File: config.mk
export PLATFORM = sky130hd
export DESIGN_NAME = nvme_io_queue_transfer_engine
export DESIGN_NICKNAME = d
export VERILOG_FILES = /design/src/hdl/nvqte_pkg.sv /design/src/hdl/nvqte_front.sv /design/src/hdl/nvqte_fifo.sv /design/src/hdl/nvqte_back.sv /design/src/hdl/nvme_io_queue_transfer_engine.sv
export SDC_FILE = /design/constraint.sdc
export NUM_CORES = 2
export LEC_CHECK = 0
export BUFFER_PORTS_ARGS = -buffer_cell sky130_fd_sc_hd__buf_2
export CORE_UTILIZATION = 30
export DETAILED_ROUTE_END_ITERATION = 8
export HOLD_SLACK_MARGIN = 0.1
export PLACE_DENSITY_LB_ADDON = 0.1
export SYNTH_ARGS = -nofsm -noshare
export SYNTH_HDL_FRONTEND = slang
export SYNTH_SLANG_ARGS = --single-unit
File: constraint.sdc
create_clock -name aclk -period 23.9 [get_ports aclk]
set_input_delay 1.195 -clock aclk [delete_from_list [all_inputs] [get_ports aclk]]
set_output_delay 1.195 -clock aclk [all_outputs]
set_load 0.02 [all_outputs]
File: src/hdl/nvqte_pkg.sv
// Shared types and constants for the NVMe I/O queue transfer engine.
// Used by the front, the task queue, the back and the top level.
// No dependencies.
package nvqte_pkg;

    // Result kinds, carried on m_tuser.
    localparam logic [1:0] KIND_SUBMIT   = 2'd0;
    localparam logic [1:0] KIND_DOORBELL = 2'd1;
    localparam logic [1:0] KIND_FINISHED = 2'd2;

    // Request completion codes.
    localparam logic [1:0] ST_OK    = 2'd0;
    localparam logic [1:0] ST_NODEV = 2'd1;
    localparam logic [1:0] ST_RANGE = 2'd2;
    localparam logic [1:0] ST_IOERR = 2'd3;

    // Command opcodes.
    localparam logic [1:0] OP_WRITE = 2'd1;
    localparam logic [1:0] OP_READ  = 2'd2;

    // Input modes, carried on s_tuser.
    localparam logic MODE_REQUEST = 1'b0;
    localparam logic MODE_STATUS  = 1'b1;

    // Configuration register indexes.
    localparam logic [2:0] REG_NAMESPACE_COUNT   = 3'd0;
    localparam logic [2:0] REG_NAMESPACE_ID      = 3'd1;
    localparam logic [2:0] REG_NAMESPACE_SECTORS = 3'd2;
    localparam logic [2:0] REG_BUFFER_ADDRESS    = 3'd3;
    localparam logic [2:0] REG_POLL_LIMIT        = 3'd4;

    // Configuration reset values.
    localparam logic [21:0] POLL_LIMIT_RESET = 22'd4000000;

    // Bounce buffer page geometry.
    localparam logic [63:0] PAGE_BYTES       = 64'd4096;
    localparam logic [4:0]  SECTORS_PER_PAGE = 5'd8;

    // Depth of the queue between front and back.
    localparam int TASK_FIFO_DEPTH = 4;

    // One result item, kind excluded from nothing.
    typedef struct packed {
        logic [1:0]  kind;
        logic [1:0]  opcode;
        logic [63:0] command_lba;
        logic [3:0]  blocks_minus_one;
        logic [63:0] second_page_address;
        logic [3:0]  doorbell_value;
        logic [1:0]  request_status;
        logic [10:0] device_status;
    } result_t;

    // The results caused by one accepted input item.
    typedef struct packed {
        logic    two;
        result_t first;
        result_t second;
    } task_t;

endpackage

File: src/hdl/nvqte_front.sv
// Front of the transfer engine: configuration registers, queue state and
// the per-item decision that turns an accepted input into one or two results.
// Depends on nvqte_pkg.
module nvqte_front #(
    parameter int QUEUE_DEPTH       = 16,
    parameter int MAX_CHUNK_SECTORS = 16
) (
    input  logic                aclk,
    input  logic                aresetn,
    input  logic                cfg_wr_en,
    input  logic [2:0]          cfg_index,
    input  logic [63:0]         cfg_wr_data,
    input  logic                in_fire,
    input  logic                in_mode,
    input  logic [3:0]          in_namespace_index,
    input  logic [63:0]         in_start_lba,
    input  logic [31:0]         in_sector_count,
    input  logic                in_is_write,
    input  logic [15:0]         in_completion_status,
    output logic                task_push,
    output nvqte_pkg::task_t    task_data
);

    localparam int QW = $clog2(QUEUE_DEPTH);
    localparam logic [4:0] MAX_CHUNK = 5'(MAX_CHUNK_SECTORS);

    // Configuration registers; the namespace identifier reaches no result
    // field, so it is not stored.
    logic        ns_count_reg;
    logic [63:0] ns_sectors_reg;
    logic [63:0] buf_addr_reg;
    logic [21:0] poll_limit_reg;

    // Queue and request state.
    logic [QW-1:0] tail_reg, tail_next;
    logic [QW-1:0] head_reg, head_next;
    logic          phase_reg, phase_next;
    logic          busy_reg, busy_next;
    logic [63:0]   lba_reg, lba_next;
    logic [31:0]   left_reg, left_next;
    logic [4:0]    chunk_reg, chunk_next;
    logic          wflag_reg, wflag_next;
    logic [21:0]   polls_reg, polls_next;

    // Shared submit datapath signals.
    logic [31:0]   sub_left;
    logic [63:0]   sub_lba;
    logic          sub_write;
    logic [4:0]    chunk;
    logic [QW-1:0] tail_inc;
    logic [QW-1:0] head_inc;
    logic [QW+3:0] tail_ext;
    logic [QW+3:0] head_ext;
    logic [21:0]   poll_load;
    logic [21:0]   poll_dec;
    logic [31:0]   left_after;
    logic [63:0]   lba_after;
    logic          range_bad;
    logic [10:0]   code;
    nvqte_pkg::result_t submit_res;
    nvqte_pkg::result_t bell_res;
    nvqte_pkg::result_t finish_res;
    logic [1:0]    finish_status;
    logic [10:0]   finish_code;

    function automatic logic [QW-1:0] wrap_inc(input logic [QW-1:0] v);
        wrap_inc = (v == QW'(QUEUE_DEPTH - 1)) ? '0 : v + 1'b1;
    endfunction

    // Configuration writes.
    always_ff @(posedge aclk) begin
        if (!aresetn) begin
            ns_count_reg   <= 1'b0;
            ns_sectors_reg <= '0;
            buf_addr_reg   <= '0;
            poll_limit_reg <= nvqte_pkg::POLL_LIMIT_RESET;
        end else if (cfg_wr_en) begin
            case (cfg_index)
                nvqte_pkg::REG_NAMESPACE_COUNT:   ns_count_reg   <= cfg_wr_data[0];
                nvqte_pkg::REG_NAMESPACE_SECTORS: ns_sectors_reg <= cfg_wr_data;
                nvqte_pkg::REG_BUFFER_ADDRESS:    buf_addr_reg   <= cfg_wr_data;
                nvqte_pkg::REG_POLL_LIMIT:        poll_limit_reg <= cfg_wr_data[21:0];
                default: begin
                end
            endcase
        end
    end

    // Advance past the chunk just completed; poll count, status code, range check.
    assign left_after = (32'(chunk_reg) >= left_reg) ? 32'd0 : left_reg - 32'(chunk_reg);
    assign lba_after  = lba_reg + 64'(chunk_reg);
    assign code       = in_completion_status[11:1];
    assign poll_dec   = (polls_reg != 22'd0) ? polls_reg - 22'd1 : 22'd0;
    assign poll_load  = (poll_limit_reg == 22'd0) ? 22'd1 : poll_limit_reg;
    assign range_bad  = (in_start_lba > ns_sectors_reg) ||
                        ({32'd0, in_sector_count} > ns_sectors_reg - in_start_lba);

    // The submit source is the new request or the running one after a completion.
    always_comb begin
        if (in_mode == nvqte_pkg::MODE_REQUEST) begin
            sub_left  = in_sector_count;
            sub_lba   = in_start_lba;
            sub_write = in_is_write;
        end else begin
            sub_left  = left_after;
            sub_lba   = lba_after;
            sub_write = wflag_reg;
        end
    end

    // Build the submit, doorbell and finish results.
    assign chunk    = (sub_left > 32'(MAX_CHUNK)) ? MAX_CHUNK : sub_left[4:0];
    assign tail_inc = wrap_inc(tail_reg);
    assign head_inc = wrap_inc(head_reg);
    assign tail_ext = {4'b0000, tail_inc};
    assign head_ext = {4'b0000, head_inc};

    always_comb begin
        submit_res                     = '0;
        submit_res.kind                = nvqte_pkg::KIND_SUBMIT;
        submit_res.opcode              = sub_write ? nvqte_pkg::OP_WRITE : nvqte_pkg::OP_READ;
        submit_res.command_lba         = sub_lba;
        submit_res.blocks_minus_one    = 4'(chunk - 5'd1);
        submit_res.second_page_address = (chunk > nvqte_pkg::SECTORS_PER_PAGE) ?
                                         buf_addr_reg + nvqte_pkg::PAGE_BYTES : 64'd0;
        submit_res.doorbell_value      = tail_ext[3:0];

        bell_res                = '0;
        bell_res.kind           = nvqte_pkg::KIND_DOORBELL;
        bell_res.doorbell_value = head_ext[3:0];

        finish_res                = '0;
        finish_res.kind           = nvqte_pkg::KIND_FINISHED;
        finish_res.request_status = finish_status;
        finish_res.device_status  = finish_code;
    end

    // Per-item decision.
    always_comb begin
        tail_next     = tail_reg;
        head_next     = head_reg;
        phase_next    = phase_reg;
        busy_next     = busy_reg;
        lba_next      = lba_reg;
        left_next     = left_reg;
        chunk_next    = chunk_reg;
        wflag_next    = wflag_reg;
        polls_next    = polls_reg;
        task_push     = 1'b0;
        task_data     = '0;
        finish_status = nvqte_pkg::ST_OK;
        finish_code   = 11'd0;

        if (in_fire && in_mode == nvqte_pkg::MODE_REQUEST && !busy_reg) begin
            // New request: check namespace, count and range, then issue.
            task_push = 1'b1;
            if ({3'b000, ns_count_reg} <= in_namespace_index) begin
                finish_status   = nvqte_pkg::ST_NODEV;
                task_data.first = finish_res;
            end else if (in_sector_count == 32'd0) begin
                task_data.first = finish_res;
            end else if (range_bad) begin
                finish_status   = nvqte_pkg::ST_RANGE;
                task_data.first = finish_res;
            end else begin
                busy_next       = 1'b1;
                lba_next        = in_start_lba;
                left_next       = in_sector_count;
                wflag_next      = in_is_write;
                chunk_next      = chunk;
                tail_next       = tail_inc;
                polls_next      = poll_load;
                task_data.first = submit_res;
            end
        end else if (in_fire && in_mode == nvqte_pkg::MODE_STATUS && busy_reg) begin
            if (in_completion_status[0] == phase_reg) begin
                // Matching completion: ring the head doorbell, then go on.
                task_push       = 1'b1;
                task_data.two   = 1'b1;
                task_data.first = bell_res;
                head_next       = head_inc;
                if (head_inc == '0) begin
                    phase_next = ~phase_reg;
                end
                if (code != 11'd0) begin
                    busy_next        = 1'b0;
                    finish_status    = nvqte_pkg::ST_IOERR;
                    finish_code      = code;
                    task_data.second = finish_res;
                end else begin
                    lba_next  = lba_after;
                    left_next = left_after;
                    if (left_after == 32'd0) begin
                        busy_next        = 1'b0;
                        task_data.second = finish_res;
                    end else begin
                        chunk_next       = chunk;
                        tail_next        = tail_inc;
                        polls_next       = poll_load;
                        task_data.second = submit_res;
                    end
                end
            end else begin
                // Stale word: spend one poll, time out on the last one.
                polls_next = poll_dec;
                if (poll_dec == 22'd0) begin
                    busy_next       = 1'b0;
                    task_push       = 1'b1;
                    finish_status   = nvqte_pkg::ST_IOERR;
                    task_data.first = finish_res;
                end
            end
        end
    end

    // State registers.
    always_ff @(posedge aclk) begin
        if (!aresetn) begin
            tail_reg  <= '0;
            head_reg  <= '0;
            phase_reg <= 1'b1;
            busy_reg  <= 1'b0;
            lba_reg   <= '0;
            left_reg  <= '0;
            chunk_reg <= '0;
            wflag_reg <= 1'b0;
            polls_reg <= '0;
        end else begin
            tail_reg  <= tail_next;
            head_reg  <= head_next;
            phase_reg <= phase_next;
            busy_reg  <= busy_next;
            lba_reg   <= lba_next;
            left_reg  <= left_next;
            chunk_reg <= chunk_next;
            wflag_reg <= wflag_next;
            polls_reg <= polls_next;
        end
    end

endmodule

File: src/hdl/nvqte_fifo.sv
// Short task queue between the front and the back of the transfer engine.
// Holds the results of a few accepted items. Depends on nvqte_pkg.
module nvqte_fifo (
    input  logic             aclk,
    input  logic             aresetn,
    input  logic             push,
    input  nvqte_pkg::task_t push_data,
    input  logic             pop,
    output nvqte_pkg::task_t head_data,
    output logic             empty,
    output logic             full
);

    localparam int DEPTH = nvqte_pkg::TASK_FIFO_DEPTH;
    localparam int PW    = $clog2(DEPTH);
    localparam int CW    = $clog2(DEPTH + 1);

    nvqte_pkg::task_t slots_reg [DEPTH];
    logic [PW-1:0] wr_ptr_reg, wr_ptr_next;
    logic [PW-1:0] rd_ptr_reg, rd_ptr_next;
    logic [CW-1:0] count_reg, count_next;

    assign empty     = (count_reg == CW'(0));
    assign full      = (count_reg == CW'(DEPTH));
    assign head_data = slots_reg[rd_ptr_reg];

    // Pointer and fill count update.
    always_comb begin
        wr_ptr_next = wr_ptr_reg;
        rd_ptr_next = rd_ptr_reg;
        count_next  = count_reg;
        if (push) begin
            wr_ptr_next = (wr_ptr_reg == PW'(DEPTH - 1)) ? '0 : wr_ptr_reg + 1'b1;
        end
        if (pop) begin
            rd_ptr_next = (rd_ptr_reg == PW'(DEPTH - 1)) ? '0 : rd_ptr_reg + 1'b1;
        end
        if (push && !pop) begin
            count_next = count_reg + 1'b1;
        end else if (pop && !push) begin
            count_next = count_reg - 1'b1;
        end
    end

    always_ff @(posedge aclk) begin
        if (!aresetn) begin
            wr_ptr_reg <= '0;
            rd_ptr_reg <= '0;
            count_reg  <= '0;
        end else begin
            wr_ptr_reg <= wr_ptr_next;
            rd_ptr_reg <= rd_ptr_next;
            count_reg  <= count_next;
        end
    end

    // Task storage needs no reset.
    always_ff @(posedge aclk) begin
        if (push) begin
            slots_reg[wr_ptr_reg] <= push_data;
        end
    end

endmodule

File: src/hdl/nvqte_back.sv
// Back of the transfer engine: takes tasks from the queue and delivers their
// results one per transfer through an output register. Depends on nvqte_pkg.
module nvqte_back (
    input  logic               aclk,
    input  logic               aresetn,
    input  nvqte_pkg::task_t   head_data,
    input  logic               empty,
    output logic               pop,
    input  logic               out_ready,
    output logic               out_valid,
    output nvqte_pkg::result_t out_res,
    output logic               out_last
);

    logic               out_valid_reg, out_valid_next;
    logic               out_last_reg, out_last_next;
    nvqte_pkg::result_t out_res_reg, out_res_next;
    logic               pend_valid_reg, pend_valid_next;
    nvqte_pkg::result_t pend_res_reg, pend_res_next;
    logic               slot_free;

    // The output register reloads whenever it is empty or being taken.
    assign slot_free = !out_valid_reg || out_ready;
    assign pop       = slot_free && !pend_valid_reg && !empty;

    always_comb begin
        out_valid_next  = out_valid_reg;
        out_last_next   = out_last_reg;
        out_res_next    = out_res_reg;
        pend_valid_next = pend_valid_reg;
        pend_res_next   = pend_res_reg;
        if (slot_free) begin
            if (pend_valid_reg) begin
                // Second result of a two-result task.
                out_valid_next  = 1'b1;
                out_res_next    = pend_res_reg;
                out_last_next   = 1'b1;
                pend_valid_next = 1'b0;
            end else if (!empty) begin
                out_valid_next  = 1'b1;
                out_res_next    = head_data.first;
                out_last_next   = !head_data.two;
                pend_valid_next = head_data.two;
                pend_res_next   = head_data.second;
            end else begin
                out_valid_next = 1'b0;
            end
        end
    end

    always_ff @(posedge aclk) begin
        if (!aresetn) begin
            out_valid_reg  <= 1'b0;
            pend_valid_reg <= 1'b0;
        end else begin
            out_valid_reg  <= out_valid_next;
            pend_valid_reg <= pend_valid_next;
        end
    end

    // Payload registers need no reset.
    always_ff @(posedge aclk) begin
        out_res_reg  <= out_res_next;
        out_last_reg <= out_last_next;
        pend_res_reg <= pend_res_next;
    end

    assign out_valid = out_valid_reg;
    assign out_res   = out_res_reg;
    assign out_last  = out_last_reg;

endmodule

File: src/hdl/nvme_io_queue_transfer_engine.sv
// Host-side NVMe I/O queue transfer engine, top level.
// Instantiates nvqte_front, nvqte_fifo and nvqte_back; depends on nvqte_pkg.
//
// The slave stream carries requests (s_tuser = 0) and polled completion
// status words (s_tuser = 1). The master stream carries submit commands,
// completion head doorbells and request-finished results, with m_tuser
// giving the kind and m_tlast marking the final result of one input.
// Registers are written through cfg_wr_en, cfg_index and cfg_wr_data; the
// user must do so only while the engine is idle, which is not enforced.
// An input transfer is decided in the cycle it is accepted; its first result
// passes the task queue and the output register to the master side, and the
// second follows once the first is taken. The engine accepts one item per
// cycle while its four-entry task queue has room, and delivers one result per
// cycle while m_tready is high; a two-result item uses the register twice.
// When the receiver stalls, results wait in the output register and the
// task queue, and s_tready falls once the queue is full.
// Reset clears the queue, the request state and the registers to their
// reset values; the engine is ready as soon as reset is released.
module nvme_io_queue_transfer_engine #(
    parameter int QUEUE_DEPTH       = 16,
    parameter int MAX_CHUNK_SECTORS = 16
) (
    input  logic         aclk,
    input  logic         aresetn,
    // Configuration write port.
    input  logic         cfg_wr_en,
    input  logic [2:0]   cfg_index,
    input  logic [63:0]  cfg_wr_data,
    // Input stream.
    input  logic         s_tvalid,
    output logic         s_tready,
    // tdata: namespace_index[3:0], start_lba[67:4], sector_count[99:68],
    //        is_write[100], completion_status[116:101], zero fill above.
    input  logic [119:0] s_tdata,
    // tuser: mode[0].
    input  logic         s_tuser,
    // Result stream.
    output logic         m_tvalid,
    input  logic         m_tready,
    // tdata: opcode[1:0], command_lba[65:2], blocks_minus_one[69:66],
    //        second_page_address[133:70], doorbell_value[137:134],
    //        request_status[139:138], device_status[150:140], zero at 151.
    output logic [151:0] m_tdata,
    // tuser: kind[1:0].
    output logic [1:0]   m_tuser,
    output logic         m_tlast
);

    logic               in_fire;
    logic               task_push;
    nvqte_pkg::task_t   task_data;
    nvqte_pkg::task_t   head_data;
    logic               fifo_empty;
    logic               fifo_full;
    logic               fifo_pop;
    nvqte_pkg::result_t out_res;

    assign s_tready = !fifo_full;
    assign in_fire  = s_tvalid && s_tready;

    // Front: decide each accepted item.
    nvqte_front #(
        .QUEUE_DEPTH       (QUEUE_DEPTH),
        .MAX_CHUNK_SECTORS (MAX_CHUNK_SECTORS)
    ) u_front (
        .aclk                 (aclk),
        .aresetn              (aresetn),
        .cfg_wr_en            (cfg_wr_en),
        .cfg_index            (cfg_index),
        .cfg_wr_data          (cfg_wr_data),
        .in_fire              (in_fire),
        .in_mode              (s_tuser),
        .in_namespace_index   (s_tdata[3:0]),
        .in_start_lba         (s_tdata[67:4]),
        .in_sector_count      (s_tdata[99:68]),
        .in_is_write          (s_tdata[100]),
        .in_completion_status (s_tdata[116:101]),
        .task_push            (task_push),
        .task_data            (task_data)
    );

    // Task queue between front and back.
    nvqte_fifo u_fifo (
        .aclk      (aclk),
        .aresetn   (aresetn),
        .push      (task_push),
        .push_data (task_data),
        .pop       (fifo_pop),
        .head_data (head_data),
        .empty     (fifo_empty),
        .full      (fifo_full)
    );

    // Back: deliver results one per transfer.
    nvqte_back u_back (
        .aclk      (aclk),
        .aresetn   (aresetn),
        .head_data (head_data),
        .empty     (fifo_empty),
        .pop       (fifo_pop),
        .out_ready (m_tready),
        .out_valid (m_tvalid),
        .out_res   (out_res),
        .out_last  (m_tlast)
    );

    // Output packing.
    assign m_tuser = out_res.kind;
    assign m_tdata = {1'b0, out_res.device_status, out_res.request_status,
                      out_res.doorbell_value, out_res.second_page_address,
                      out_res.blocks_minus_one, out_res.command_lba, out_res.opcode};

    // A finished result always closes the results of its input.
    a_finish_last: assert property (@(posedge aclk) disable iff (!aresetn)
        (m_tvalid && m_tuser == nvqte_pkg::KIND_FINISHED) |-> m_tlast)
        else $error("finished result without tlast");

    // A doorbell is always followed by a further result of the same input.
    a_bell_not_last: assert property (@(posedge aclk) disable iff (!aresetn)
        (m_tvalid && m_tuser == nvqte_pkg::KIND_DOORBELL) |-> !m_tlast)
        else $error("doorbell result marked last");

    // A submit command always carries a read or write opcode.
    a_submit_opcode: assert property (@(posedge aclk) disable iff (!aresetn)
        (m_tvalid && m_tuser == nvqte_pkg::KIND_SUBMIT) |->
        (m_tdata[1:0] == nvqte_pkg::OP_WRITE || m_tdata[1:0] == nvqte_pkg::OP_READ))
        else $error("submit result with bad opcode");

    // The front never pushes into a full queue.
    a_no_overflow: assert property (@(posedge aclk) disable iff (!aresetn)
        task_push |-> !fifo_full)
        else $error("task pushed into full queue");

endmodule

==> results_dict.tcl <==
set metrics [dict create \
    dp_hpwl_um 158000 \
    fillers 25400 \
    synth_top_cell_by_area "edfxtp_1" \
    p_int_w 0.00644 \
    p_sw_frac 0.281 \
    syn_avg_cell_area_um2 13.8 \
    irDropWorstVdd_v 0.0000945 \
    placementRows 187 \
    start_kind "input pin" \
    drtAntennaViolNets 0 \
    synthFlopType "edfxtp_1" \
    cts_tree "done" \
    setup_viol 0 \
    cts_resized 0 \
    fp.dieH_um 513 \
    drt_iter0_markers 3825 \
    synth-seq-cells 1822 \
    wire_per_inst_um 25.0 \
    via_per_inst 5.02 \
    layout.nets 6347 \
    netlist_instances 5674 \
    status "finished, final reports clean" \
    end_kind "flop" \
    cap_violations 0 \
    cp_max_fo 59 \
    yosysTopAreaCellShare 0.584 \
    port_buffers 341 \
    multi_input_area_um2 25200 \
    cts-root-buf "clkbuf_16" \
    min_period_ns 9.05 \
    cts_made_buffers 205 \
    grt_pass1_wl_um 348000 \
    criticalPathCategory "input pin to flop" \
    grt_usage 0.180 \
    yosysMostFrequentCell "edfxtp_1" \
    clockPowerShare 0.360 \
    clock_path_buffers 3 \
    cts_max_level 4 \
    grt_setup_unrepaired "false" \
    drv_slew 0 \
    layout-drive-gt1-share 0.199 \
    num_vias 48300 \
    area_growth_syn_to_layout_pct 16.0 \
    pin_count 350 \
    grt_overflow_total 0 \
    clkTransAtPathRegs_ns 0.06 \
    seqPwrFrac 0.457 \
    largest_reg_flops 1220 \
    holdBufCountCts 0 \
    post_cts_buffers 0 \
    start_util 0.302 \
    grt_max_degree 135 \
    arrival_ns 9.87 \
    yosysSeqAreaShare 0.660 \
    grt_pass1_vias 48700 \
    dr.pass1.iters 6 \
    slew_headroom 0.0984 \
    final_cells 9629 \
    fin_crit_sh 0.379 \
    power_frac_comb 0.184 \
    finClkSkew_ns 0.0971 \
    synth_edf_count 1526 \
    hold_viol 0 \
    drcViolationCount 0 \
    syn-cell-area_um2 78500 \
    placedCellCount 9226 \
    antenna_found_initial 75 \
    p_leak_nw 29.9 \
    chipWidth_um 513 \
    max_freq_ghz 0.110 \
    power.density_nw_per_um2 98.5 \
    ys_types 90 \
    design.core.area_um2 260000 \
    synthArstFlopShare 0 \
    wl_um 241000 \
    crit_required_ns 24.72 \
    synth_area_leaders "edfxtp_1, mux4_2, dfxtp_1" \
    hp-class "flop to flop" \
    synth_warnings 0 \
    fin_tns_setup_ns 0 \
    p_sw_w 0.00252 \
    die_area_um2 264000 \
    cts.sinks 1822 \
    synth_commonest_cells "edfxtp_1, nand2_1, nor2_1" \
    gp_congestion 0.887 \
    final-seq-area_um2 51800 \
    tightest_slew_ns 1.34 \
    insertion_delay_ns 0.90 \
]
[layout by cell type, fill, tap and decap left out, types with 34 or more instances in the layout]
cell / Yosys / layout
clkbuf_1: 203 / 38
nor4_1: 44 / 44
nor2_1: 514 / 512
ha_1: 119 / 119
inv_1: 127 / 125
buf_4: 1 / 69
mux4_2: 305 / 305
o21ai_0: 172 / 172
xor2_1: 100 / 100
nand3_1: 94 / 93
mux2i_1: 34 / 34
dfxtp_1: 296 / 293
o31ai_1: 52 / 52
mux2_2: 156 / 156
clkinv_2: 0 / 40
edfxtp_1: 1526 / 1526
xnor2_1: 93 / 93
a21oi_1: 433 / 433
nor3_1: 73 / 71
nand4_1: 69 / 69
nand2_1: 708 / 706
buf_2: 44 / 340
clkinv_1: 1 / 44
clkbuf_16: 0 / 206
conb_1: 1 / 45
o21ai_1: 48 / 48
[critical path, stage by stage]
cell and delay, ns:
buf_2 0.13, ha_1 0.17, inv_1 0.05, fa_1 0.42
a211oi_1 0.52, o21ai_0 0.32, a21o_1 0.28, a21oi_1 0.29
xor2_1 0.14, ha_1 0.32, nand4_1 0.12, or2_2 0.38
a211oi_1 0.51, a2111oi_0 0.26, o21ai_0 0.20, a211oi_1 0.25
or4_1 0.53, nor4_1 0.36, nand4b_1 0.26, o31ai_4 0.69
buf_4 0.67, and2_2 0.59, buf_4 0.68, o21ai_0 0.21
a21oi_1 0.16
[routing by layer]
metal	track usage	up-vias	part of all wire
li1	-	22100	-
met4	0.0477	50	0.022
met3	0.0297	360	0.055
met2	0.290	1182	0.47
met1	0.252	24600	0.45
met5	0	-	0.0013
[area by class of cell]
| class | instances | area share |
|---|---|---|
| inverter | 128 | 0.00536 |
| antenna | 20 | 0.000550 |
| tap | 3402 | 0.0468 |
| clock inverter | 138 | 0.0176 |
| timing repair buffer | 415 | 0.0257 |
| sequential | 1822 | 0.569 |
| multi-input combinational | 3459 | 0.277 |
| clock buffer | 245 | 0.0583 |
[path summary, 6_finish.rpt]
| kind | startpoint | endpoint | cells past startpoint | slack [ns] |
|---|---|---|---|---|
| min reg2reg | u_front.lba_reg[62] | u_front.lba_reg[62] | 2 | 0.46 |
| min | u_front.lba_reg[62] | u_front.lba_reg[62] | 2 | 0.46 |
| max | s_tdata[4] | u_front.left_reg[12] | 25 | 14.85 |
| max reg2reg | u_front.ns_sectors_reg[0] | u_front.left_reg[12] | 25 | 14.90 |
[through the flow]
step                      total power, W  setup slack [ns]  utilization  area, um2  hold slack, ns
after global routing             0.00935             14.59        0.350      91000           0.485
after global placement           0.00588             14.16        0.324      84100           0.440
after detailed placement         0.00588             14.15        0.324      84100           0.448
after CTS                        0.00915             14.99        0.350      91000           0.457
after floorplan                  0.00529              9.80            -      78600           0.432
final                            0.00897             14.85        0.351      91000           0.455
[kinds of logic after synthesis]
family                   Yosys count  share of synthesized area
other                              1                  0.0000478
flip-flops                      1822                      0.660
XOR/XNOR                         193                     0.0215
multiplexers                     496                      0.114
AND/OR/NAND/NOR                 1688                     0.0943
buffers and inverters            437                     0.0222
adder cells (fa/ha/maj)          123                     0.0200
AO/OA/AOI/OAI                    914                     0.0680
[power groups by stage]
stage	Clock, W	Sequential (W)	Combinational, W
floorplan	0	0.00439	0.000896
global placement	0	0.00417	0.00171
detailed placement	0	0.00417	0.00171
CTS	0.00332	0.00411	0.00172
global route	0.00344	0.00414	0.00178
finish	0.00323	0.00409	0.00165
No activity file was read; power rests on OpenSTA's default activity.
